--- config.mk ---
export PLATFORM = sky130hd
export DESIGN_NAME = gcode_xy_move_parser
export DESIGN_NICKNAME = d
export VERILOG_FILES = /design/src/rtl/gxy_pkg.sv /design/src/rtl/gxy_fifo.sv /design/src/rtl/gxy_front.sv /design/src/rtl/gxy_back.sv /design/src/rtl/gcode_xy_move_parser.sv
export SDC_FILE = /design/constraint.sdc
export NUM_CORES = 1
export LEC_CHECK = 0
export CORE_ASPECT_RATIO = 1.5
export CORE_MARGIN = 10
export CORE_UTILIZATION = 55
export DETAILED_ROUTE_END_ITERATION = 8
export DONT_BUFFER_PORTS = 1
export GPL_TIMING_DRIVEN = 0
export PLACE_DENSITY = 0.7
export SLEW_MARGIN = 20
export SYNTH_ARGS = -nofsm -noshare
export SYNTH_HDL_FRONTEND = slang
export SYNTH_SLANG_ARGS = --single-unit
--- constraint.sdc ---
create_clock -name i_clk -period 6.97 [get_ports i_clk]
set_input_delay 1.394 -clock i_clk [delete_from_list [all_inputs] [get_ports i_clk]]
set_output_delay 1.394 -clock i_clk [all_outputs]
set_load 0.01 [all_outputs]
--- src/rtl/gxy_pkg.sv ---
// Shared types and constants of the G-code X/Y move parser.
`timescale 1ns / 1ps
package gxy_pkg;

    localparam int STEP_BITS = 18;
    localparam logic [STEP_BITS-1:0] STEP_MAX = 18'h3FFFF;
    localparam logic [7:0] SPM_RESET = 8'd25;

    localparam int JOB_DEPTH = 4;
    localparam int RES_DEPTH = 4;

    localparam logic [1:0] KIND_X   = 2'd0;
    localparam logic [1:0] KIND_Y   = 2'd1;
    localparam logic [1:0] KIND_PEN = 2'd2;

    localparam logic [7:0] CH_X     = 8'h58;
    localparam logic [7:0] CH_Y     = 8'h59;
    localparam logic [7:0] CH_Z     = 8'h5A;
    localparam logic [7:0] CH_DOT   = 8'h2E;
    localparam logic [7:0] CH_SPACE = 8'h20;
    localparam logic [7:0] CH_SEMI  = 8'h3B;
    localparam logic [7:0] CH_0     = 8'h30;
    localparam logic [7:0] CH_2     = 8'h32;
    localparam logic [7:0] CH_3     = 8'h33;
    localparam logic [7:0] CH_9     = 8'h39;
    localparam logic [3:0] ROUND_DIGIT = 4'd5;

    // Job handed from the parser to the move unit
    typedef struct packed {
        logic is_pen;
        logic pen_down;
        logic x_arm;
        logic y_arm;
    } t_job_ctl;

    // One finished result
    typedef struct packed {
        logic [1:0]           kind;
        logic                 neg;
        logic [STEP_BITS-1:0] steps;
        logic                 pen_down;
        logic                 last;
    } t_res;

endpackage

--- src/rtl/gxy_fifo.sv ---
// Small register-based queue used between the parser, the move unit and the output.
`timescale 1ns / 1ps
module gxy_fifo #(
    parameter int WIDTH = 8,
    parameter int DEPTH = 4
) (
    input  logic             i_clk,
    input  logic             i_rst_n,
    input  logic             i_wr,
    input  logic [WIDTH-1:0] i_wdata,
    input  logic             i_rd,
    output logic [WIDTH-1:0] o_rdata,
    output logic             o_full,
    output logic             o_empty,
    output logic [$clog2(DEPTH):0] o_count
);

    localparam int AW = (DEPTH > 1) ? $clog2(DEPTH) : 1;
    localparam int CW = $clog2(DEPTH) + 1;

    logic [WIDTH-1:0] r_mem [DEPTH];
    logic [AW-1:0]    r_wptr, r_rptr, n_wptr, n_rptr;
    logic [CW-1:0]    r_count, n_count;
    logic             wr_ok, rd_ok;

    assign o_full  = (r_count == CW'(DEPTH));
    assign o_empty = (r_count == '0);
    assign o_count = r_count;
    assign o_rdata = r_mem[r_rptr];
    assign wr_ok   = i_wr && !o_full;
    assign rd_ok   = i_rd && !o_empty;

    always_comb begin
        n_wptr  = r_wptr;
        n_rptr  = r_rptr;
        n_count = r_count;
        if (wr_ok) begin
            n_wptr = (r_wptr == AW'(DEPTH - 1)) ? '0 : r_wptr + 1'b1;
        end
        if (rd_ok) begin
            n_rptr = (r_rptr == AW'(DEPTH - 1)) ? '0 : r_rptr + 1'b1;
        end
        if (wr_ok && !rd_ok) begin
            n_count = r_count + 1'b1;
        end else if (rd_ok && !wr_ok) begin
            n_count = r_count - 1'b1;
        end
    end

    always_ff @(posedge i_clk) begin
        if (!i_rst_n) begin
            r_wptr  <= '0;
            r_rptr  <= '0;
            r_count <= '0;
        end else begin
            r_wptr  <= n_wptr;
            r_rptr  <= n_rptr;
            r_count <= n_count;
        end
    end

    always_ff @(posedge i_clk) begin
        if (wr_ok) begin
            r_mem[r_wptr] <= i_wdata;
        end
    end

endmodule

--- src/rtl/gxy_front.sv ---
// Character parser: arms axes, builds coordinates and issues move and pen jobs.
`timescale 1ns / 1ps
module gxy_front
    import gxy_pkg::*;
#(
    parameter int COORD_BITS = 12
) (
    input  logic                  i_clk,
    input  logic                  i_rst_n,
    input  logic                  i_accept,
    input  logic [7:0]            i_text_char,
    input  logic                  i_end_of_text,
    output logic                  o_job_push,
    output t_job_ctl              o_job_ctl,
    output logic [COORD_BITS-1:0] o_x_target,
    output logic [COORD_BITS-1:0] o_y_target
);

    localparam int CB = COORD_BITS;

    logic          r_x_arm, r_y_arm, r_pen_arm, r_in_frac, r_frac_seen;
    logic          n_x_arm, n_y_arm, n_pen_arm, n_in_frac, n_frac_seen;
    logic          r_x_up, r_y_up, n_x_up, n_y_up;
    logic [CB-1:0] r_x_whole, r_y_whole, n_x_whole, n_y_whole;

    logic [3:0]    digit;
    logic [CB+3:0] x_ext, y_ext, x_acc, y_acc;
    logic [CB-1:0] x_acc_sat, y_acc_sat;
    logic [CB:0]   x_sum, y_sum;

    assign digit = 4'(i_text_char - CH_0);
    assign x_ext = {4'b0, r_x_whole};
    assign y_ext = {4'b0, r_y_whole};
    // acc * 10 + digit, as two shifts and two adds
    assign x_acc = (x_ext << 3) + (x_ext << 1) + {{CB{1'b0}}, digit};
    assign y_acc = (y_ext << 3) + (y_ext << 1) + {{CB{1'b0}}, digit};
    assign x_acc_sat = (|x_acc[CB+3:CB]) ? '1 : x_acc[CB-1:0];
    assign y_acc_sat = (|y_acc[CB+3:CB]) ? '1 : y_acc[CB-1:0];

    assign x_sum = {1'b0, r_x_whole} + (CB+1)'(r_x_up);
    assign y_sum = {1'b0, r_y_whole} + (CB+1)'(r_y_up);
    assign o_x_target = x_sum[CB] ? '1 : x_sum[CB-1:0];
    assign o_y_target = y_sum[CB] ? '1 : y_sum[CB-1:0];

    always_comb begin
        n_x_arm     = r_x_arm;
        n_y_arm     = r_y_arm;
        n_pen_arm   = r_pen_arm;
        n_in_frac   = r_in_frac;
        n_frac_seen = r_frac_seen;
        n_x_up      = r_x_up;
        n_y_up      = r_y_up;
        n_x_whole   = r_x_whole;
        n_y_whole   = r_y_whole;
        o_job_push  = 1'b0;
        o_job_ctl   = '0;
        o_job_ctl.x_arm = r_x_arm;
        o_job_ctl.y_arm = r_y_arm;

        if (i_accept) begin
            case (i_text_char)
                CH_X: begin
                    n_x_arm = 1'b1;
                end
                CH_Y: begin
                    n_y_arm = 1'b1;
                end
                CH_Z: begin
                    n_pen_arm = 1'b1;
                end
                CH_DOT: begin
                    n_in_frac = 1'b1;
                end
                CH_SPACE, CH_SEMI: begin
                    // close the field: hand the armed targets to the move unit
                    o_job_push  = r_x_arm || r_y_arm;
                    n_x_arm     = 1'b0;
                    n_y_arm     = 1'b0;
                    n_in_frac   = 1'b0;
                    n_frac_seen = 1'b0;
                    n_x_whole   = '0;
                    n_y_whole   = '0;
                    n_x_up      = 1'b0;
                    n_y_up      = 1'b0;
                end
                default: begin
                    if (r_pen_arm && (i_text_char == CH_2 || i_text_char == CH_3)) begin
                        o_job_push         = 1'b1;
                        o_job_ctl.is_pen   = 1'b1;
                        o_job_ctl.pen_down = (i_text_char == CH_3);
                        o_job_ctl.x_arm    = 1'b0;
                        o_job_ctl.y_arm    = 1'b0;
                        n_pen_arm          = 1'b0;
                    end else if (i_text_char inside {[CH_0:CH_9]}) begin
                        if (!r_in_frac) begin
                            if (r_x_arm) begin
                                n_x_whole = x_acc_sat;
                            end
                            if (r_y_arm) begin
                                n_y_whole = y_acc_sat;
                            end
                        end else if (!r_frac_seen) begin
                            // only the first fraction digit rounds
                            n_frac_seen = 1'b1;
                            if (r_x_arm) begin
                                n_x_up = (digit >= ROUND_DIGIT);
                            end else if (r_y_arm) begin
                                n_y_up = (digit >= ROUND_DIGIT);
                            end
                        end
                    end
                end
            endcase

            if (i_end_of_text) begin
                n_x_arm     = 1'b0;
                n_y_arm     = 1'b0;
                n_pen_arm   = 1'b0;
                n_in_frac   = 1'b0;
                n_frac_seen = 1'b0;
                n_x_whole   = '0;
                n_y_whole   = '0;
                n_x_up      = 1'b0;
                n_y_up      = 1'b0;
            end
        end
    end

    always_ff @(posedge i_clk) begin
        if (!i_rst_n) begin
            r_x_arm     <= 1'b0;
            r_y_arm     <= 1'b0;
            r_pen_arm   <= 1'b0;
            r_in_frac   <= 1'b0;
            r_frac_seen <= 1'b0;
            r_x_up      <= 1'b0;
            r_y_up      <= 1'b0;
            r_x_whole   <= '0;
            r_y_whole   <= '0;
        end else begin
            r_x_arm     <= n_x_arm;
            r_y_arm     <= n_y_arm;
            r_pen_arm   <= n_pen_arm;
            r_in_frac   <= n_in_frac;
            r_frac_seen <= n_frac_seen;
            r_x_up      <= n_x_up;
            r_y_up      <= n_y_up;
            r_x_whole   <= n_x_whole;
            r_y_whole   <= n_y_whole;
        end
    end

endmodule

--- src/rtl/gxy_back.sv ---
// Move unit: tracks positions, computes step counts and writes results.
`timescale 1ns / 1ps
module gxy_back
    import gxy_pkg::*;
#(
    parameter int COORD_BITS = 12
) (
    input  logic                  i_clk,
    input  logic                  i_rst_n,
    input  logic                  i_cfg_wr_en,
    input  logic [7:0]            i_cfg_wr_data,
    input  logic                  i_job_empty,
    input  t_job_ctl              i_job_ctl,
    input  logic [COORD_BITS-1:0] i_x_target,
    input  logic [COORD_BITS-1:0] i_y_target,
    output logic                  o_job_pop,
    input  logic [$clog2(RES_DEPTH):0] i_res_count,
    output logic                  o_res_push,
    output t_res                  o_res
);

    localparam int CB = COORD_BITS;
    localparam int PW = CB + 8;
    localparam int WW = (PW + 1 > STEP_BITS + 1) ? PW + 1 : STEP_BITS + 1;
    localparam int RCW = $clog2(RES_DEPTH) + 1;

    logic [7:0]    r_spm;
    logic [CB-1:0] r_cur_x, r_cur_y;
    logic          r_px, r_py, r_pp, n_px, n_py, n_pp;
    logic [CB-1:0] r_dx, r_dy;
    logic          r_nx, r_ny, r_pen_down;

    logic          r_m_valid;
    logic [PW-1:0] r_m_prod;
    logic [1:0]    r_m_kind;
    logic          r_m_neg, r_m_pen_down, r_m_last;

    logic          issue, room;
    logic [CB-1:0] sel_dist;
    logic [1:0]    sel_kind;
    logic          sel_neg, sel_last;
    logic          x_go, y_go;
    logic [WW-1:0] rounded;

    // one result in flight in the product register counts against the queue
    assign room  = ({1'b0, i_res_count} + (RCW+1)'(r_m_valid)) < (RCW+1)'(RES_DEPTH);
    assign issue = (r_pp || r_px || r_py) && room;
    assign o_job_pop = !i_job_empty &&
                       (!(r_pp || r_px || r_py) || (issue && !(r_px && r_py)));

    assign x_go = i_job_ctl.x_arm && (i_x_target != r_cur_x);
    assign y_go = i_job_ctl.y_arm && (i_y_target != r_cur_y);

    always_comb begin
        if (r_pp) begin
            sel_dist = '0;
            sel_kind = KIND_PEN;
            sel_neg  = 1'b0;
            sel_last = 1'b1;
        end else if (r_px) begin
            sel_dist = r_dx;
            sel_kind = KIND_X;
            sel_neg  = r_nx;
            sel_last = !r_py;
        end else begin
            sel_dist = r_dy;
            sel_kind = KIND_Y;
            sel_neg  = r_ny;
            sel_last = 1'b1;
        end
    end

    always_comb begin
        n_px = r_px;
        n_py = r_py;
        n_pp = r_pp;
        if (issue) begin
            if (r_pp) begin
                n_pp = 1'b0;
            end else if (r_px) begin
                n_px = 1'b0;
            end else begin
                n_py = 1'b0;
            end
        end
        if (o_job_pop) begin
            n_pp = i_job_ctl.is_pen;
            n_px = x_go;
            n_py = y_go;
        end
    end

    always_ff @(posedge i_clk) begin
        if (!i_rst_n) begin
            r_spm     <= SPM_RESET;
            r_cur_x   <= '0;
            r_cur_y   <= '0;
            r_px      <= 1'b0;
            r_py      <= 1'b0;
            r_pp      <= 1'b0;
            r_m_valid <= 1'b0;
        end else begin
            if (i_cfg_wr_en) begin
                r_spm <= i_cfg_wr_data;
            end
            r_px      <= n_px;
            r_py      <= n_py;
            r_pp      <= n_pp;
            r_m_valid <= issue;
            // the position becomes the target as soon as the job is taken
            if (o_job_pop && i_job_ctl.x_arm) begin
                r_cur_x <= i_x_target;
            end
            if (o_job_pop && i_job_ctl.y_arm) begin
                r_cur_y <= i_y_target;
            end
        end
    end

    always_ff @(posedge i_clk) begin
        if (o_job_pop) begin
            r_nx       <= (i_x_target < r_cur_x);
            r_ny       <= (i_y_target < r_cur_y);
            r_dx       <= (i_x_target < r_cur_x) ? r_cur_x - i_x_target
                                                 : i_x_target - r_cur_x;
            r_dy       <= (i_y_target < r_cur_y) ? r_cur_y - i_y_target
                                                 : i_y_target - r_cur_y;
            r_pen_down <= i_job_ctl.pen_down;
        end
        if (issue) begin
            r_m_prod     <= PW'(sel_dist) * PW'(r_spm);
            r_m_kind     <= sel_kind;
            r_m_neg      <= sel_neg;
            r_m_pen_down <= r_pp && r_pen_down;
            r_m_last     <= sel_last;
        end
    end

    // quarter steps to whole steps, rounding up, then saturate
    assign rounded = (WW'(r_m_prod) + WW'(3)) >> 2;

    always_comb begin
        o_res_push     = r_m_valid;
        o_res.kind     = r_m_kind;
        o_res.neg      = r_m_neg;
        o_res.pen_down = r_m_pen_down;
        o_res.last     = r_m_last;
        if (rounded > WW'(STEP_MAX)) begin
            o_res.steps = STEP_MAX;
        end else begin
            o_res.steps = rounded[STEP_BITS-1:0];
        end
    end

endmodule

--- src/rtl/gcode_xy_move_parser.sv ---
// Top level of the G-code X/Y move parser: parser, job queue, move unit, result queue.
// A closing character pushes its job into the job queue; the move unit pops it and
// issues each result, x before y, through the product register into the result queue.
// Throughput: one character per cycle while the job queue has room; the move unit's
// shared step multiplier gives one result per cycle while the result queue has room.
// Reset (i_rst_n low at a clock edge) empties both queues, clears the parse state and
// the positions, and loads 25 into the step rate register.
`timescale 1ns / 1ps
module gcode_xy_move_parser
    import gxy_pkg::*;
#(
    parameter int COORD_BITS = 12
) (
    input  logic        i_clk,
    input  logic        i_rst_n,
    input  logic        push,
    output logic        full,
    input  logic [7:0]  i_text_char,
    input  logic        i_end_of_text,
    output logic        empty,
    input  logic        pop,
    output logic [1:0]  o_command_kind,
    output logic        o_move_negative,
    output logic [17:0] o_step_count,
    output logic        o_pen_down,
    output logic        o_last_of_run,
    input  logic        i_cfg_wr_en,
    input  logic [7:0]  i_cfg_wr_data
);

    localparam int JW = $bits(t_job_ctl) + 2 * COORD_BITS;
    localparam int RW = $bits(t_res);

    logic                  accept;
    logic                  job_push, job_pop, job_empty;
    t_job_ctl              job_ctl_w, job_ctl_r;
    logic [COORD_BITS-1:0] x_tgt_w, y_tgt_w, x_tgt_r, y_tgt_r;
    logic [JW-1:0]         job_wdata, job_rdata;
    logic                  res_push;
    t_res                  res_w, res_r;
    logic [$clog2(RES_DEPTH):0] res_count;

    assign accept = push && !full;

    gxy_front #(.COORD_BITS(COORD_BITS)) u_front (
        .i_clk         (i_clk),
        .i_rst_n       (i_rst_n),
        .i_accept      (accept),
        .i_text_char   (i_text_char),
        .i_end_of_text (i_end_of_text),
        .o_job_push    (job_push),
        .o_job_ctl     (job_ctl_w),
        .o_x_target    (x_tgt_w),
        .o_y_target    (y_tgt_w)
    );

    assign job_wdata = {job_ctl_w, x_tgt_w, y_tgt_w};
    assign {job_ctl_r, x_tgt_r, y_tgt_r} = job_rdata;

    gxy_fifo #(.WIDTH(JW), .DEPTH(JOB_DEPTH)) u_job_q (
        .i_clk   (i_clk),
        .i_rst_n (i_rst_n),
        .i_wr    (job_push),
        .i_wdata (job_wdata),
        .i_rd    (job_pop),
        .o_rdata (job_rdata),
        .o_full  (full),
        .o_empty (job_empty),
        .o_count ()
    );

    gxy_back #(.COORD_BITS(COORD_BITS)) u_back (
        .i_clk         (i_clk),
        .i_rst_n       (i_rst_n),
        .i_cfg_wr_en   (i_cfg_wr_en),
        .i_cfg_wr_data (i_cfg_wr_data),
        .i_job_empty   (job_empty),
        .i_job_ctl     (job_ctl_r),
        .i_x_target    (x_tgt_r),
        .i_y_target    (y_tgt_r),
        .o_job_pop     (job_pop),
        .i_res_count   (res_count),
        .o_res_push    (res_push),
        .o_res         (res_w)
    );

    gxy_fifo #(.WIDTH(RW), .DEPTH(RES_DEPTH)) u_res_q (
        .i_clk   (i_clk),
        .i_rst_n (i_rst_n),
        .i_wr    (res_push),
        .i_wdata (res_w),
        .i_rd    (pop),
        .o_rdata (res_r),
        .o_full  (),
        .o_empty (empty),
        .o_count (res_count)
    );

    assign o_command_kind  = res_r.kind;
    assign o_move_negative = res_r.neg;
    assign o_step_count    = res_r.steps;
    assign o_pen_down      = res_r.pen_down;
    assign o_last_of_run   = res_r.last;

endmodule

Word-level counts from Yosys, hierarchy flattened
Memory sizes are Yosys's and may differ from the RTL's. A register that Yosys moved wholly into a read port is not among the register bits.
Index checks and enable logic that the tools add are counted.
- bits in registers: 133
- memory bits (writable): 204
- bits of input ports: 22
- output and inout port bits: 25
- logic and storage cells: 238
- memories: 2
- memories (name ; depth ; width ; read ports ; clocked after Yosys merged registers in ; wr ports ; RTL line ; RTL):
    u_job_q.r_mem ; 4 ; 28 ; 1 ; 1 ; 1 ; gxy_fifo.sv:21 ; logic [WIDTH-1:0] r_mem [DEPTH];
    u_res_q.r_mem ; 4 ; 23 ; 1 ; 1 ; 1 ; gxy_fifo.sv:21 ;
- add/sub/neg operators: 21
- multiply operators: 1
- $lt $le $gt $ge: 7
- eq/ne operators: 24
- muxes and demuxes: 83
- bitwise logic cells: 1
- reduce and logical (&&, ||, !) cells: 67
- operators with widths (cell ; count):
    two-way mux 12 bit ; 18
    one-hot mux 12 bit (2 select lines) ; 2
    subtractor 12 bit ; 4
    == test 8 x 6 -> 1 bit (second input constant) ; 5
    two-way mux 1 bit ; 39
    adder 15 x 13 -> 16 bit ; 2
    adder 16 x 4 -> 16 bit ; 2
    adder 12 x 1 -> 13 bit ; 2
    == test 8 x 7 -> 1 bit (second input constant) ; 3
    < comparator 12 bit ; 2
    inequality test 12 bit ; 2
    nonzero test 3 bit ; 8
    adder 20 x 2 -> 21 bit (second input constant) ; 1
    logical AND 1 bit ; 20
    multiplier 12 x 8 -> 20 bit ; 1
    greater-than comparator 19 x 18 -> 1 bit (second input constant) ; 1
    two-way mux 18 bit ; 1
    two-way mux 2 bit ; 8
    one-hot mux 1 bit (2 select lines) ; 8
    two-way mux 3 bit ; 4
    two-way mux 4 bit ; 3
    inequality test 3 bit (second input constant) ; 4
    AND reduction 6 bit ; 2
    OR reduction 4 bit ; 3
    25 further kinds ; 59

Logic depth before layout (Yosys ltp)
Gate-level depths: netlist of the first run.
- depth after elaboration: 11
- mapped depth: 21

Hierarchy
A second synthesis of the first run with hierarchy kept.
- cell total of the unflattened synthesis: 1788
- area total of the unflattened synthesis: 20843.7 um2
- modules (own cells, without submodules) (module ; times used ; cells an instance ; area each (um2)):
    gxy_back ; 1 ; 995 ; 8949.8
    gxy_fifo at u_job_q ; 1 ; 197 ; 4570.6
    gxy_fifo at u_res_q ; 1 ; 171 ; 3829.9
    gxy_front ; 1 ; 424 ; 3479.6
    gcode_xy_move_parser ; 1 ; 1 ; 13.8

Worst setup path before layout of the first run
OpenSTA, ideal clock, no wires.
- path type: register to register
- from: reg u_back.r_px
- to: reg u_back.r_m_prod[19], data pin
- data arrival time: 5.424 ns
- data required time: 6.710 ns
- path slack: 1.287 ns
- cell stages (with the launch flop): 21
- clock period less this slack: 5.683 ns
- path through: dfxtp_1 -> clkbuf_1 -> buf_1 -> mux2i_1 -> nor2_1 -> and2_1 -> fa_1 -> fa_1 -> fa_1 -> inv_1 -> fa_1 -> inv_1 -> ha_1 -> or2_2 -> a21oi_1 -> a21oi_1 -> a41o_1 -> o21ai_0 -> o2111ai_1 -> a21oi_1 -> xnor2_1
- cells in the longest elaborated chain, start to end: 3
- RTL lines (what ; RTL line ; RTL):
    from (decl) ; gxy_back.sv:29 ; logic r_px, r_py, r_pp, n_px, n_py, n_pp;
    from (signal assigned) ; gxy_back.sv:106 ; r_px <= n_px;
    two-way mux 12 bit ; gxy_back.sv:60 ; end else if (r_px) begin
    two-way mux 12 bit ; gxy_back.sv:55 ; if (r_pp) begin
    multiplier 12 x 8 -> 20 bit ; gxy_back.sv:131 ; r_m_prod <= PW'(sel_dist) * PW'(r_spm);
    to (signal assigned) ; gxy_back.sv:131 ;
    to (decl) ; gxy_back.sv:34 ; logic [PW-1:0] r_m_prod;
No other way between the ends.
A chain may end at the register's enable or synchronous reset.

Worst setup path in the final report of the first run
- from: reg u_back.r_px
- to: reg u_back.r_m_prod[18], data pin
Same word-level chain as after synthesis.

==> impl_results.rst, run 1 <==
.. list-table::
   :header-rows: 1

   * - Metric
     - Value
   * - Final Cycle Share
     - 94.16%
   * - HPWL Detailed
     - 32,990 um
   * - Post-CTS setup buffer count
     - 0
   * - Data arrival, critical path
     - 6.84 ns
   * - Synthesized area per cell
     - 11.68 sq um
   * - EDFF count, synth
     - 256
   * - Actual slew at the worst max-slew pin
     - 0.9608 ns
   * - Number of distinct library cells after synthesis
     - 74
   * - Startpoint of the tightest hold check path
     - u_front.r_pen_arm
   * - Final hold violation count
     - 0
   * - Total setup violations reported at the end of the flow
     - 0
   * - Height of the chip
     - 252.3 um
   * - Share of the yosys chip area belonging to registers
     - 47.45%
   * - Static leakage
     - 8.623 nW
   * - Total iterations of the first detailed-routing run
     - 4
   * - Antenna fix cells
     - 0
   * - First-pass GRT wire length
     - 68,940 um
   * - Number of max-cap violations
     - 0
   * - Synth-to-layout area growth
     - 9.257%
   * - Cells traversed along the worst timing path
     - buf_1 -> mux2i_1 -> nor2_1 -> nand2_1 -> fa_1 -> fa_1 -> inv_1 -> fa_1 -> inv_1 -> fa_1 -> inv_1 -> ha_1 -> o311ai_0 -> o211ai_1 -> nand2_1 -> o2111ai_1 -> a21oi_1 -> xnor2_1
   * - Aggregate global routing overflow
     - 0
   * - I/O pin count
     - 47
   * - Count of antenna-violating nets left after detailed routing
     - 0
   * - Most prevalent standard cell on the critical path
     - sky130_fd_sc_hd__fa_1
   * - HP Class
     - reg2reg
   * - Number of global-route vias before repair
     - 13,430
   * - Total power per unit cell area
     - 523.2 nW/um^2
   * - Filler cell count
     - 2,932
   * - Clock Pin Slew Worst Setup and Hold Paths
     - 0.07 ns
   * - Critical R2R Capture
     - u_back.r_m_prod[18]
   * - Sum of negative setup slack
     - 0 ns
   * - CP Launch Point
     - u_back.r_px
   * - Crit-path max cell delay
     - 0.81 ns
   * - Yosys warns
     - 0
   * - Core region area
     - 35,730 sq um
   * - Post-Synthesis Cell Area
     - 19,790 sq um
   * - Total wire length after detailed routing
     - 42,540 um
   * - Routability cong.
     - 0.8577
   * - Synth async-reset ratio
     - 0%
   * - CTS Root Cell
     - sky130_fd_sc_hd__clkbuf_16
   * - Most common flop cell mapped by yosys
     - sky130_fd_sc_hd__edfxtp_1
   * - H-tree lvl count
     - 2
   * - Cells after synthesis
     - 1,694
   * - Worst R2R Path Depth
     - 18
   * - Iter 0 DRT Violations
     - 586
   * - Max Clk Rate
     - 0.1524 GHz
   * - Headroom to the max-slew limit
     - 35.95%
   * - Clock insertion delay at the later pin of the skew report
     - 0.54 ns
   * - Final hold slack
     - 0.4802 ns
   * - Required time reported for the critical path endpoint
     - 7.24 ns
   * - Average via count per standard cell
     - 5.653
   * - Global-route usage over all layers
     - 19.43%
   * - Total number of placement rows
     - 85
   * - Total count of max-transition violations in the final report
     - 0
   * - Post-layout minimum cycle time
     - 6.563 ns
   * - Total number of vias
     - 12,660
   * - Max IR drop VDD
     - 0.3202 mV
   * - Maximum number of pins on one net before global-route repair
     - 30
   * - Capture endpoint of the worst hold path
     - u_front.r_pen_arm
   * - Critical R2R Launch
     - u_back.r_px
   * - Port Buffers
     - 0
   * - Routed wire per std cell
     - 19.00 um
   * - Register-to-register path setup slack
     - 0.41 ns
   * - Antenna violations before repair
     - 0
   * - Proportion of layout cells with a drive suffix above 1
     - 9.029%
   * - Hold Path Depth
     - 2
   * - Worst setup SP type
     - flop
   * - Slowest library cell on the worst path
     - sky130_fd_sc_hd__o311ai_0
   * - Worst clock skew
     - 0.02634 ns
   * - Max Buffers Root-to-Sink
     - 3
   * - Initial Utilization
     - 55.37%
   * - Critical setup path kind
     - reg2reg
   * - Synthesized flop and latch total
     - 341
   * - CTS tree
     - yes
   * - Type of destination of the critical path
     - flop
   * - Result of the run
     - finished, final reports clean
   * - Number of sinks on the clock net
     - 341
   * - X dimension of the die
     - 174.9 um
   * - Net count of the mapped netlist
     - 1,934
   * - Die area
     - 44,120 sq um
   * - Number of nets in the finished design
     - 1,975
   * - Post-route DRC violation count
     - 0
   * - Number of buffers created by CTS
     - 34
   * - Crit-path max FO
     - 10
   * - Setup repair after global routing missed its margin
     - false
==> synth_stat cells (12+ instances only) <==
cell type	instances	area, sq um
sky130_fd_sc_hd__a21oi_1	86	430.4
sky130_fd_sc_hd__a31oi_1	16	100.1
sky130_fd_sc_hd__and2_1	95	594.3
sky130_fd_sc_hd__buf_2	12	60.06
sky130_fd_sc_hd__clkbuf_1	38	142.6
sky130_fd_sc_hd__dfxtp_1	85	1702
sky130_fd_sc_hd__edfxtp_1	256	7687
sky130_fd_sc_hd__fa_1	70	1401
sky130_fd_sc_hd__ha_1	148	1852
sky130_fd_sc_hd__inv_1	155	581.8
sky130_fd_sc_hd__mux2i_1	43	430.4
sky130_fd_sc_hd__mux4_2	51	1149
sky130_fd_sc_hd__nand2_1	107	401.6
sky130_fd_sc_hd__nand2b_1	16	100.1
sky130_fd_sc_hd__nand3_1	27	135.1
sky130_fd_sc_hd__nand4_1	13	81.33
sky130_fd_sc_hd__nor2_1	151	566.8
sky130_fd_sc_hd__nor2b_1	16	100.1
sky130_fd_sc_hd__nor3_1	22	110.1
sky130_fd_sc_hd__o21ai_0	64	320.3
sky130_fd_sc_hd__xnor2_1	48	420.4
sky130_fd_sc_hd__xor2_1	26	227.7
==> cell type report <==
type	instances	area (sq um)	share of cell area [%]
clock buffer	45	943.4	4.364
clock inverter	17	150.1	0.6945
sequential	341	9389	43.43
buffer	56	240.2	1.111
inverter	156	585.6	2.709
timing repair buffer	6	115.1	0.5325
multi-input combinational	1140	9597	44.39
tap	478	598.1	2.767
==> worst max-delay path: cells and delay by family (launching register included) <==
kind,cells,cell delay (ns)
xor+xnor,1,0.10
simple gates,3,0.79
flops,1,0.70
mux,1,0.14
fa+ha+maj,5,2.46
buf+inv,4,0.68
compound gates,4,1.44
==> metal layers <==
| metal | GRT usage, % | wire [um] |
|---|---|---|
| met1 | 18.39 | 14710 |
| met2 | 39.65 | 24900 |
| met3 | 2.661 | 1233 |
| met4 | 8.669 | 1699 |
| met5 | 0 | 0 |
==> metrics by stage <==
stage | area, sq um | util [%] | setup slack [ns] | std cells | total power [mW]
CTS | 21620 | 60.51 | 0.2085 | 2240 | 11.37
global placement | 20380 | 57.04 | 0.2956 | 2172 | 9.354
detailed placement | 20530 | 57.45 | 0.2400 | 2178 | 9.538
global route | 21620 | 60.50 | 0.04010 | 2239 | 12.22
floorplan | 19790 | - | 1.287 | 1694 | 8.013
finish | 21620 | 60.50 | 0.4070 | 2239 | 11.31
==> where the power goes <==
| part | switching, mW | leakage, nW | internal (mW) | total (mW) |
|---|---|---|---|---|
| logic | 3.75 | 5.06 | 2.67 | 6.42 |
| clock network | 0.777 | 0.517 | 1.01 | 1.79 |
| registers | 0.203 | 3.05 | 2.90 | 3.11 |
==> cell usage in the layout (no fill, tap or decap), drive strengths merged, types with 15 or more instances in the layout <==
master,n
a31oi,16
mux4,51
nor2b,16
nor2,151
ha,148
mux2i,43
edfxtp,256
xor2,26
dfxtp,85
nand3,27
nor3,24
nand2,108
and2,95
clkbuf,82
inv,160
buf,25
o21ai,71
fa,70
xnor2,48
nand4,15
a21oi,87
nand2b,16
==> flip-flops by register name, summed over array words and instances (netlist names), 3 cells and up, named ones only <==
register	cells
u_back.r_cur_x	12
u_back.r_cur_y	12
u_back.r_dx	12
u_back.r_dy	12
u_back.r_m_prod	20
u_back.r_spm	8
u_front.r_x_whole	12
u_front.r_y_whole	12
u_job_q.o_count	3
u_job_q.r_mem	112
u_res_q.o_count	3
u_res_q.r_mem	92
==> cell families after synthesis <==
group                    synth area share (%)
adder cells (fa/ha/maj)                 16.44
AO/OA/AOI/OAI                           8.138
AND/OR/NAND/NOR                         12.27
flip-flops                              47.45
buffers and inverters                   4.192
multiplexers                            8.227
XOR/XNOR                                3.276
==> how the worst max path moves through the flow <==
stage | endpoint | slack [ns] | depth (start not counted)
2_1_floorplan | u_back.r_m_prod[19] | 1.29 | 20
3_3_place_gp | u_back.r_m_prod[19] | 0.30 | 20
3_5_place_dp | u_back.r_m_prod[19] | 0.24 | 20
4_1_cts | u_back.r_m_prod[19] | 0.21 | 20
5_1_grt | u_back.r_m_prod[19] | 0.04 | 19
6_report | u_back.r_m_prod[18] | 0.41 | 18
==> repair_timing <==
action,in CTS,in global routing
hold endpoints to repair,0,0
gates resized for setup,0,0
setup endpoints to repair,0,2
hold buffers,0,0
Note: power is estimated with default switching activity, not from simulation.
==> inputs of run 2 (changes only) <==
--- a/config.mk
+++ b/config.mk
@@ -5,6 +5,7 @@
 export SDC_FILE = /design/constraint.sdc
 export NUM_CORES = 1
 export LEC_CHECK = 0
+export ABC_AREA = 1
 export CORE_ASPECT_RATIO = 1.5
 export CORE_MARGIN = 10
 export CORE_UTILIZATION = 55
==> impl_results.rst, run 2 <==
.. list-table::
   :header-rows: 1

   * - Metric
     - Value
   * - Setup repair after global routing missed its margin
     - false
   * - Post-synth top area share
     - 37.14% (-1.7 points)
   * - Cells after synthesis
     - 2,247 (+33%)
   * - Largest reg by FF count
     - u_job_q.r_mem
   * - Most prevalent standard cell on the critical path
     - sky130_fd_sc_hd__fa_1
   * - Max Buffers Root-to-Sink
     - 3 (unchanged)
   * - Routed wire per std cell
     - 17.58 um (-7.5%)
   * - Synthesized flop and latch total
     - 341 (unchanged)
   * - Total number of vias
     - 15,600 (+23%)
   * - Clock Pin Slew Worst Setup and Hold Paths
     - 0.07 ns (about the same)
   * - Share of the yosys chip area belonging to registers
     - 45.37% (-2.1 points)
   * - Multi-input gate area in the final layout
     - 9957 sq um (+3.8%)
   * - EDFF count, synth
     - 256 (unchanged)
   * - Sum of negative setup slack
     - 0 ns (unchanged)
   * - Routability cong.
     - 0.9219 (+7.5%)
   * - Number of global-route vias before repair
     - 15,850 (+18%)
   * - Total setup violations reported at the end of the flow
     - 0 (unchanged)
   * - Number of nets in the finished design
     - 2,526 (+28%)
   * - Data arrival, critical path
     - 6.21 ns (-0.63 ns)
   * - Sequential cell area in the final layout
     - 9389 sq um (unchanged)
   * - Number of max-cap violations
     - 0 (unchanged)
   * - Total wire length after detailed routing
     - 49,220 um (+16%)
   * - HP Class
     - reg2reg
   * - Iter 0 DRT Violations
     - 823 (+40%)
   * - Required time reported for the critical path endpoint
     - 7.31 ns (+0.07 ns)
   * - I/O pin count
     - 47 (unchanged)
   * - Registers with the highest flip-flop counts
     - u_job_q.r_mem: 112 flops, u_res_q.r_mem: 92 flops, u_back.r_m_prod: 20 flops
   * - Post-CTS setup buffer count
     - 0 (unchanged)
   * - Total iterations of the first detailed-routing run
     - 5 (+1)
   * - Most numerous cell in the Yosys netlist
     - sky130_fd_sc_hd__nand2_1
   * - Total count of max-transition violations in the final report
     - 0 (unchanged)
   * - Critical setup path kind
     - reg2reg
   * - Height of the chip
     - 257.6 um (+2.1%)
   * - Final Cycle Share
     - 84.28% (-9.9 points)
   * - Area leader, netlist
     - sky130_fd_sc_hd__edfxtp_1
   * - Final hold slack
     - 0.4646 ns (-0.01562 ns)
   * - Gates resized, CTS repair
     - 0 (unchanged)
   * - Final hold violation count
     - 0 (unchanged)
   * - Dominant delay contributor by cell family on the critical path
     - adder cells
   * - Post-layout minimum cycle time
     - 5.875 ns (-0.6885 ns)
   * - Hold_buf cts
     - 0 (unchanged)
   * - First-pass GRT wire length
     - 78,500 um (+14%)
   * - Post-route DRC violation count
     - 0 (unchanged)
   * - Crit-path max FO
     - 10 (unchanged)
   * - Initial Utilization
     - 55.27% (-0.10 points)
   * - Most common flop cell mapped by yosys
     - sky130_fd_sc_hd__edfxtp_1
   * - Worst setup SP type
     - flop
   * - Synth-to-layout area growth
     - 8.996%
   * - Placed cell count
     - 2,742 (+26%)
   * - Count of cell instances traversed by the critical path
     - 17 (-1)
   * - Slowest library cell on the worst path
     - sky130_fd_sc_hd__a22oi_1
   * - Result of the run
     - finished, final reports clean
   * - Number of buffers created by CTS
     - 31 (-8.8%)
   * - Antenna fix cells
     - 0 (unchanged)
   * - CTS tree
     - yes
   * - Die area
     - 45,950 sq um (+4.1%)
   * - Antenna violations before repair
     - 0 (unchanged)
   * - Worst R2R Path Depth
     - 17 (-1)
   * - Crit-path max cell delay
     - 0.72 ns (-0.09 ns)
   * - Max Clk Rate
     - 0.1702 GHz (+12%)
   * - Yosys warns
     - 0 (unchanged)
   * - Worst clock skew
     - 0.01467 ns (-0.01166 ns)
   * - Sum of buffers and inverters on the critical path
     - 3 (-1)
   * - Most common cell after layout, fill and taps aside
     - sky130_fd_sc_hd__nand2_1
   * - X dimension of the die
     - 178.4 um (+2.0%)
   * - Maximum number of pins on one net before global-route repair
     - 34 (+13%)
   * - Type of destination of the critical path
     - flop
   * - Count of antenna-violating nets left after detailed routing
     - 0 (unchanged)
   * - Total number of placement rows
     - 87 (+2.4%)
   * - Filler cell count
     - 3,200 (+9.1%)
   * - Cells traversed along the worst timing path
     - nor2_4 -> buf_1 -> a22oi_1 -> nor2_1 -> fa_1 -> fa_1 -> fa_1 -> inv_1 -> fa_1 -> inv_1 -> ha_1 -> a21oi_1 -> a21boi_0 -> o21ai_0 -> nand3_1 -> nand2_1 -> xor2_1
   * - Aggregate global routing overflow
     - 0 (unchanged)
   * - HPWL Detailed
     - 37,520 um (+14%)
   * - Core region area
     - 37,450 sq um (+4.8%)
   * - H-tree lvl count
     - 1 (-1)
   * - Actual slew at the worst max-slew pin
     - 1.049 ns (+0.08829 ns)
   * - Number of sinks on the clock net
     - 341 (unchanged)
   * - Average via count per standard cell
     - 5.570 (-1.5%)
   * - Hold Path Depth
     - 2 (unchanged)
   * - Clock insertion delay at the later pin of the skew report
     - 0.59 ns (+0.05 ns)
   * - Global-route usage over all layers
     - 21.07% (+1.6 points)
   * - Number of flip-flops under the largest register name
     - 112 (unchanged)
   * - CTS Root Cell
     - sky130_fd_sc_hd__clkbuf_16
   * - Top post-synthesis cells by count
     - sky130_fd_sc_hd__nand2_1 (419), sky130_fd_sc_hd__inv_1 (276), sky130_fd_sc_hd__edfxtp_1 (256)
   * - Non-filler cells, final
     - 2,800 (+25%)
   * - Post-Synthesis Cell Area
     - 20,700 sq um (+4.6%)
   * - Cell types occupying the most area after synthesis
     - sky130_fd_sc_hd__edfxtp_1 (37%), sky130_fd_sc_hd__ha_1 (8.9%), sky130_fd_sc_hd__dfxtp_1 (8.2%), sky130_fd_sc_hd__nand2_1 (7.6%), sky130_fd_sc_hd__fa_1 (6.8%)
   * - Proportion of layout cells with a drive suffix above 1
     - 6.967% (-2.1 points)
   * - Headroom to the max-slew limit
     - 30.06% (-5.9 points)
   * - Commonest non-fill, non-tap cells in the layout
     - sky130_fd_sc_hd__nand2_1 (419), sky130_fd_sc_hd__inv_1 (276), sky130_fd_sc_hd__edfxtp_1 (256)
   * - Synthesized area per cell
     - 9.211 sq um (-21%)
   * - Number of distinct library cells after synthesis
     - 56 (-24%)
   * - Synth async-reset ratio
     - 0% (unchanged)
   * - Port Buffers
     - 0 (unchanged)
   * - Net count of the mapped netlist
     - 2,487 (+29%)
-- run 2: changes by cell type in the layout (fill, tap and decap cells not counted), sizes merged, moves of 25 or more --
cell | previous run | this run
and2 | 95 | 2
nand2 | 108 | 424
mux2i | 43 | 2
o21ai | 71 | 157
mux4 | 51 | 0
inv | 160 | 290
nor2 | 151 | 251
nand3 | 27 | 91
o22ai | 1 | 29
a21oi | 87 | 164
xnor2 | 48 | 23
-- run 2: final cells by class --
| type | instances | share of cell area, % |
|---|---|---|
| Tap cell | 489 | 2.712 |
| Timing Repair Buffer | 6 | 0.6600 |
| Multi-Input combinational cell | 1547 | 44.14 |
| Buffer | 66 | 1.414 |
| Sequential cell | 341 | 41.62 |
| Clock inverter | 17 | 0.9152 |
| Clock buffer | 41 | 3.650 |
| Inverter | 293 | 4.887 |
-- run 2: kinds of logic (layout without fill, tap and decap cells) --
logic type | after synthesis | count (layout) | share of synthesized area [%]
XOR/XNOR | 69 | 69 | 2.920
buffers and inverters | 359 | 423 | 6.868
multiplexers | 2 | 2 | 0.09673
AO/OA/AOI/OAI | 435 | 435 | 12.41
AND/OR/NAND/NOR | 823 | 823 | 16.62
flip-flops | 341 | 341 | 45.37
adder cells (fa/ha/maj) | 218 | 218 | 15.72
-- run 2: per-stage QoR --
stage	worst slack (ns)	cell area, sq um	utilization, %
floorplan	2.143	20700	-
finish	1.095	22560	60.24
detailed placement	1.208	21520	57.47
CTS	1.185	22550	60.22
global route	0.7919	22560	60.24
global placement	1.305	21310	56.90
-- run 2: final timing paths --
path,slack (ns),from,to
worst min register to register,0.46,u_back.r_cur_x[11],u_back.r_cur_x[11]
worst max-delay path,1.10,u_back.r_pp,u_back.r_m_prod[13]
worst max register to register,1.10,u_back.r_pp,u_back.r_m_prod[13]
worst min-delay path,0.46,u_back.r_cur_x[11],u_back.r_cur_x[11]
-- run 2: worst register-to-register path: cells and delay by family (launching register included) --
kind | cells | cell delay, ns
adder cells (fa/ha/maj) | 5 | 2.50
XOR/XNOR | 1 | 0.16
AO/OA/AOI/OAI | 4 | 1.67
buffers and inverters | 3 | 0.35
AND/OR/NAND/NOR | 4 | 0.45
flip-flops | 1 | 0.45
-- run 2: metal layers --
| metal | track usage, % | vias to the layer above | wire (um) |
|---|---|---|---|
| met4 | 10.27 | 0 | 2398 |
| met5 | 0 | - | 0 |
| met2 | 40.97 | 374 | 27370 |
| met3 | 2.030 | 107 | 1636 |
| met1 | 21.62 | 7487 | 17810 |
| li1 | - | 7628 | - |
Power of run 2 is not shown: default switching activity piles up to over one toggle a cycle in this logic, so the estimate is an artifact.
==> inputs of run 3 (changes only) <==
--- a/config.mk
+++ b/config.mk
@@ -5,7 +5,7 @@
 export SDC_FILE = /design/constraint.sdc
 export NUM_CORES = 1
 export LEC_CHECK = 0
-export ABC_AREA = 1
+export ABC_AREA = 0
 export CORE_ASPECT_RATIO = 1.5
 export CORE_MARGIN = 10
 export CORE_UTILIZATION = 55
==> constraint.sdc (replaced) <==
create_clock -name i_clk -period 5.9 [get_ports i_clk]
set_input_delay 1.18 -clock i_clk [delete_from_list [all_inputs] [get_ports i_clk]]
set_output_delay 1.18 -clock i_clk [all_outputs]
set_load 0.01 [all_outputs]
==> impl_results.rst, run 3 (same netlist as run 1, synthesis figures left out) <==
.. list-table::
   :header-rows: 1

   * - Metric
     - Value
   * - Die area
     - 44,120 sq um (-4.0%)
   * - Number of buffers created by CTS
     - 34 (+9.7%)
   * - Number of sinks on the clock net
     - 341 (unchanged)
   * - Total number of vias
     - 12,640 (-19%)
   * - Crit-path max FO
     - 10 (unchanged)
   * - Critical setup path kind
     - reg2reg
   * - CTS tree
     - yes
   * - Final hold violation count
     - 0 (unchanged)
   * - Final hold slack
     - 0.4808 ns (+0.01621 ns)
   * - Most prevalent standard cell on the critical path
     - sky130_fd_sc_hd__fa_1
   * - HP Class
     - reg2reg
   * - Slowest library cell on the worst path
     - sky130_fd_sc_hd__fa_1
   * - Post-CTS setup buffer count
     - 0 (unchanged)
   * - Global-route usage over all layers
     - 19.44% (-1.6 points)
   * - Result of the run
     - finished, final reports clean
   * - Post-route DRC violation count
     - 0 (unchanged)
   * - Data arrival, critical path
     - 5.91 ns (-0.30 ns)
   * - Crit-path max cell delay
     - 0.54 ns (-0.18 ns)
   * - Max IR drop VDD
     - 0.3770 mV
   * - Worst setup SP type
     - flop
   * - Actual slew at the worst max-slew pin
     - 0.9522 ns (-0.09692 ns)
   * - Sequential cell area in the final layout
     - 9393 sq um (about the same)
   * - Aggregate global routing overflow
     - 0 (unchanged)
   * - Pre-CTS setup slack
     - -0.8300 ns (-2.038 ns)
   * - Cells traversed along the worst timing path
     - buf_4 -> mux2i_1 -> nor2_2 -> and2_1 -> fa_1 -> fa_1 -> fa_1 -> inv_1 -> fa_1 -> inv_1 -> ha_1 -> or2_2 -> a21oi_1 -> a21oi_1 -> a41o_1 -> o21ai_2 -> o2111ai_1 -> a21oi_1 -> xnor2_1
   * - Clock insertion delay at the later pin of the skew report
     - 0.53 ns (-0.06 ns)
   * - I/O pin count
     - 47 (unchanged)
   * - Total wire length after detailed routing
     - 42,480 um (-14%)
   * - Required time reported for the critical path endpoint
     - 6.17 ns (-1.14 ns)
   * - Antenna violations before repair
     - 0 (unchanged)
   * - Capturing element of the worst setup path
     - u_back.r_m_prod[19]
   * - Commonest non-fill, non-tap cells in the layout
     - sky130_fd_sc_hd__edfxtp_1 (256), sky130_fd_sc_hd__inv_1 (155), sky130_fd_sc_hd__ha_1 (148)
   * - Port Buffers
     - 0 (unchanged)
   * - Number of max-cap violations
     - 0 (unchanged)
   * - Proportion of layout cells with a drive suffix above 1
     - 9.483% (+2.5 points)
   * - Number of nets in the finished design
     - 1,975 (-22%)
   * - Sum of buffers and inverters on the critical path
     - 3 (unchanged)
   * - Worst R2R Path Depth
     - 19 (+2)
   * - Count of cell instances traversed by the critical path
     - 19 (+2)
   * - Most common cell after layout, fill and taps aside
     - sky130_fd_sc_hd__edfxtp_1
   * - Max Clk Rate
     - 0.1771 GHz (+4.0%)
   * - Count of antenna-violating nets left after detailed routing
     - 0 (unchanged)
   * - Total iterations of the first detailed-routing run
     - 5 (unchanged)
   * - Routability cong.
     - 0.8577 (-7.0%)
   * - Initial Utilization
     - 55.37% (+0.10 points)
   * - Total power per unit cell area
     - 637.9 nW/um^2
   * - Headroom to the max-slew limit
     - 36.52% (+6.5 points)
   * - Synth-to-layout area growth
     - 9.372%
   * - Total setup violations reported at the end of the flow
     - 0 (unchanged)
   * - Average via count per standard cell
     - 5.644 (+1.3%)
   * - Clock Pin Slew Worst Setup and Hold Paths
     - 0.07 ns (about the same)
   * - HPWL Detailed
     - 32,990 um (-12%)
   * - Registers with the highest flip-flop counts
     - u_job_q.r_mem: 112 flops, u_res_q.r_mem: 92 flops, u_back.r_m_prod: 20 flops
   * - Iter 0 DRT Violations
     - 589 (-28%)
   * - Dominant delay contributor by cell family on the critical path
     - adder cells
   * - Setup repair after global routing missed its margin
     - false
   * - Core region area
     - 35,730 sq um (-4.6%)
   * - Multi-input gate area in the final layout
     - 9610 sq um (-3.5%)
   * - Type of destination of the critical path
     - flop
   * - Number of flip-flops under the largest register name
     - 112 (unchanged)
   * - Max Buffers Root-to-Sink
     - 3 (unchanged)
   * - CTS Root Cell
     - sky130_fd_sc_hd__clkbuf_16
   * - H-tree lvl count
     - 2 (+1)
   * - Post-layout minimum cycle time
     - 5.648 ns (-0.2267 ns)
   * - CP Launch Point
     - u_back.r_px
   * - Final Cycle Share
     - 95.73% (+11 points)
   * - Total number of placement rows
     - 85 (-2.3%)
   * - Worst clock skew
     - 0.02671 ns (+0.01204 ns)
   * - Critical R2R Capture
     - u_back.r_m_prod[19]
   * - Filler cell count
     - 2,931 (-8.4%)
   * - Crit path setup slack, layout
     - 0.2522 ns (-0.8433 ns)
   * - Critical R2R Launch
     - u_back.r_px
   * - Routed wire per std cell
     - 18.97 um (+7.9%)
   * - Register-to-register path setup slack
     - 0.25 ns (-0.84 ns)
   * - Largest reg by FF count
     - u_job_q.r_mem
   * - Static leakage
     - 8.674 nW
   * - Total Power Consumption
     - 13.80 mW
   * - First-pass GRT wire length
     - 68,960 um (-12%)
   * - Hold_buf cts
     - 0 (unchanged)
   * - Number of global-route vias before repair
     - 13,430 (-15%)
   * - Maximum number of pins on one net before global-route repair
     - 30 (-12%)
   * - Height of the chip
     - 252.3 um (-2.0%)
   * - Sum of negative setup slack
     - 0 ns (unchanged)
   * - Antenna fix cells
     - 0 (unchanged)
   * - Total count of max-transition violations in the final report
     - 0 (unchanged)
   * - X dimension of the die
     - 174.9 um (-2.0%)
-- run 3: area by class of cell --
| type | count | share of cell area, % |
|---|---|---|
| Inverter | 156 | 2.706 |
| Clock buffer | 45 | 4.359 |
| Sequential cell | 341 | 43.40 |
| Buffer | 56 | 1.133 |
| Clock inverter | 17 | 0.6938 |
| Tap cell | 478 | 2.764 |
| Timing Repair Buffer | 6 | 0.5319 |
| Multi-Input combinational cell | 1140 | 44.41 |
-- run 3: timing repair --
item	4_1_cts	5_1_grt
endpoints found under the setup margin	9	2
endpoints found under the hold margin	0	0
gates resized for setup	8	5
-- run 3: per-layer routing --
| layer | global-route usage, % | vias up | share of wire, % |
|---|---|---|---|
| met2 | 39.57 | 238 | 58 |
| met5 | 0 | - | 0 |
| met4 | 8.912 | 0 | 4.3 |
| met3 | 2.706 | 86 | 2.9 |
| li1 | - | 6069 | - |
| met1 | 18.34 | 6244 | 34 |
-- run 3: worst min path at each step --
| stage | from | endpoint | slack (ns) | cells after the start |
|---|---|---|---|---|
| after floorplan | u_front.r_frac_seen | u_front.r_frac_seen | 0.44 | 2 |
| after global placement | u_front.r_frac_seen | u_front.r_frac_seen | 0.45 | 2 |
| after detailed placement | u_front.r_pen_arm | u_front.r_pen_arm | 0.47 | 2 |
| after CTS | u_front.r_pen_arm | u_front.r_pen_arm | 0.48 | 2 |
| after global routing | u_front.r_pen_arm | u_front.r_pen_arm | 0.52 | 2 |
| final | u_front.r_pen_arm | u_front.r_pen_arm | 0.48 | 2 |
-- run 3: tightest hold or removal path, cell delays in order (launching register included) --
cell	delay (ns)
sky130_fd_sc_hd__dfxtp_1	0.31
sky130_fd_sc_hd__nand3_1	0.06
sky130_fd_sc_hd__a21oi_1	0.06
-- run 3: through the flow --
stage | utilization (%) | area (sq um) | std cells
2_1_floorplan | - | 19790 | 1694
3_3_place_gp | 57.04 | 20380 | 2172
3_5_place_dp | 57.45 | 20530 | 2178
4_1_cts | 60.53 | 21630 | 2239
5_1_grt | 60.56 | 21640 | 2239
6_report | 60.56 | 21640 | 2239
-- run 3: where the power goes --
part | switching (mW) | internal [mW] | total (mW)
Combinational | 4.64 | 3.35 | 7.99
Clock | 0.918 | 1.19 | 2.11
Sequential | 0.241 | 3.46 | 3.70
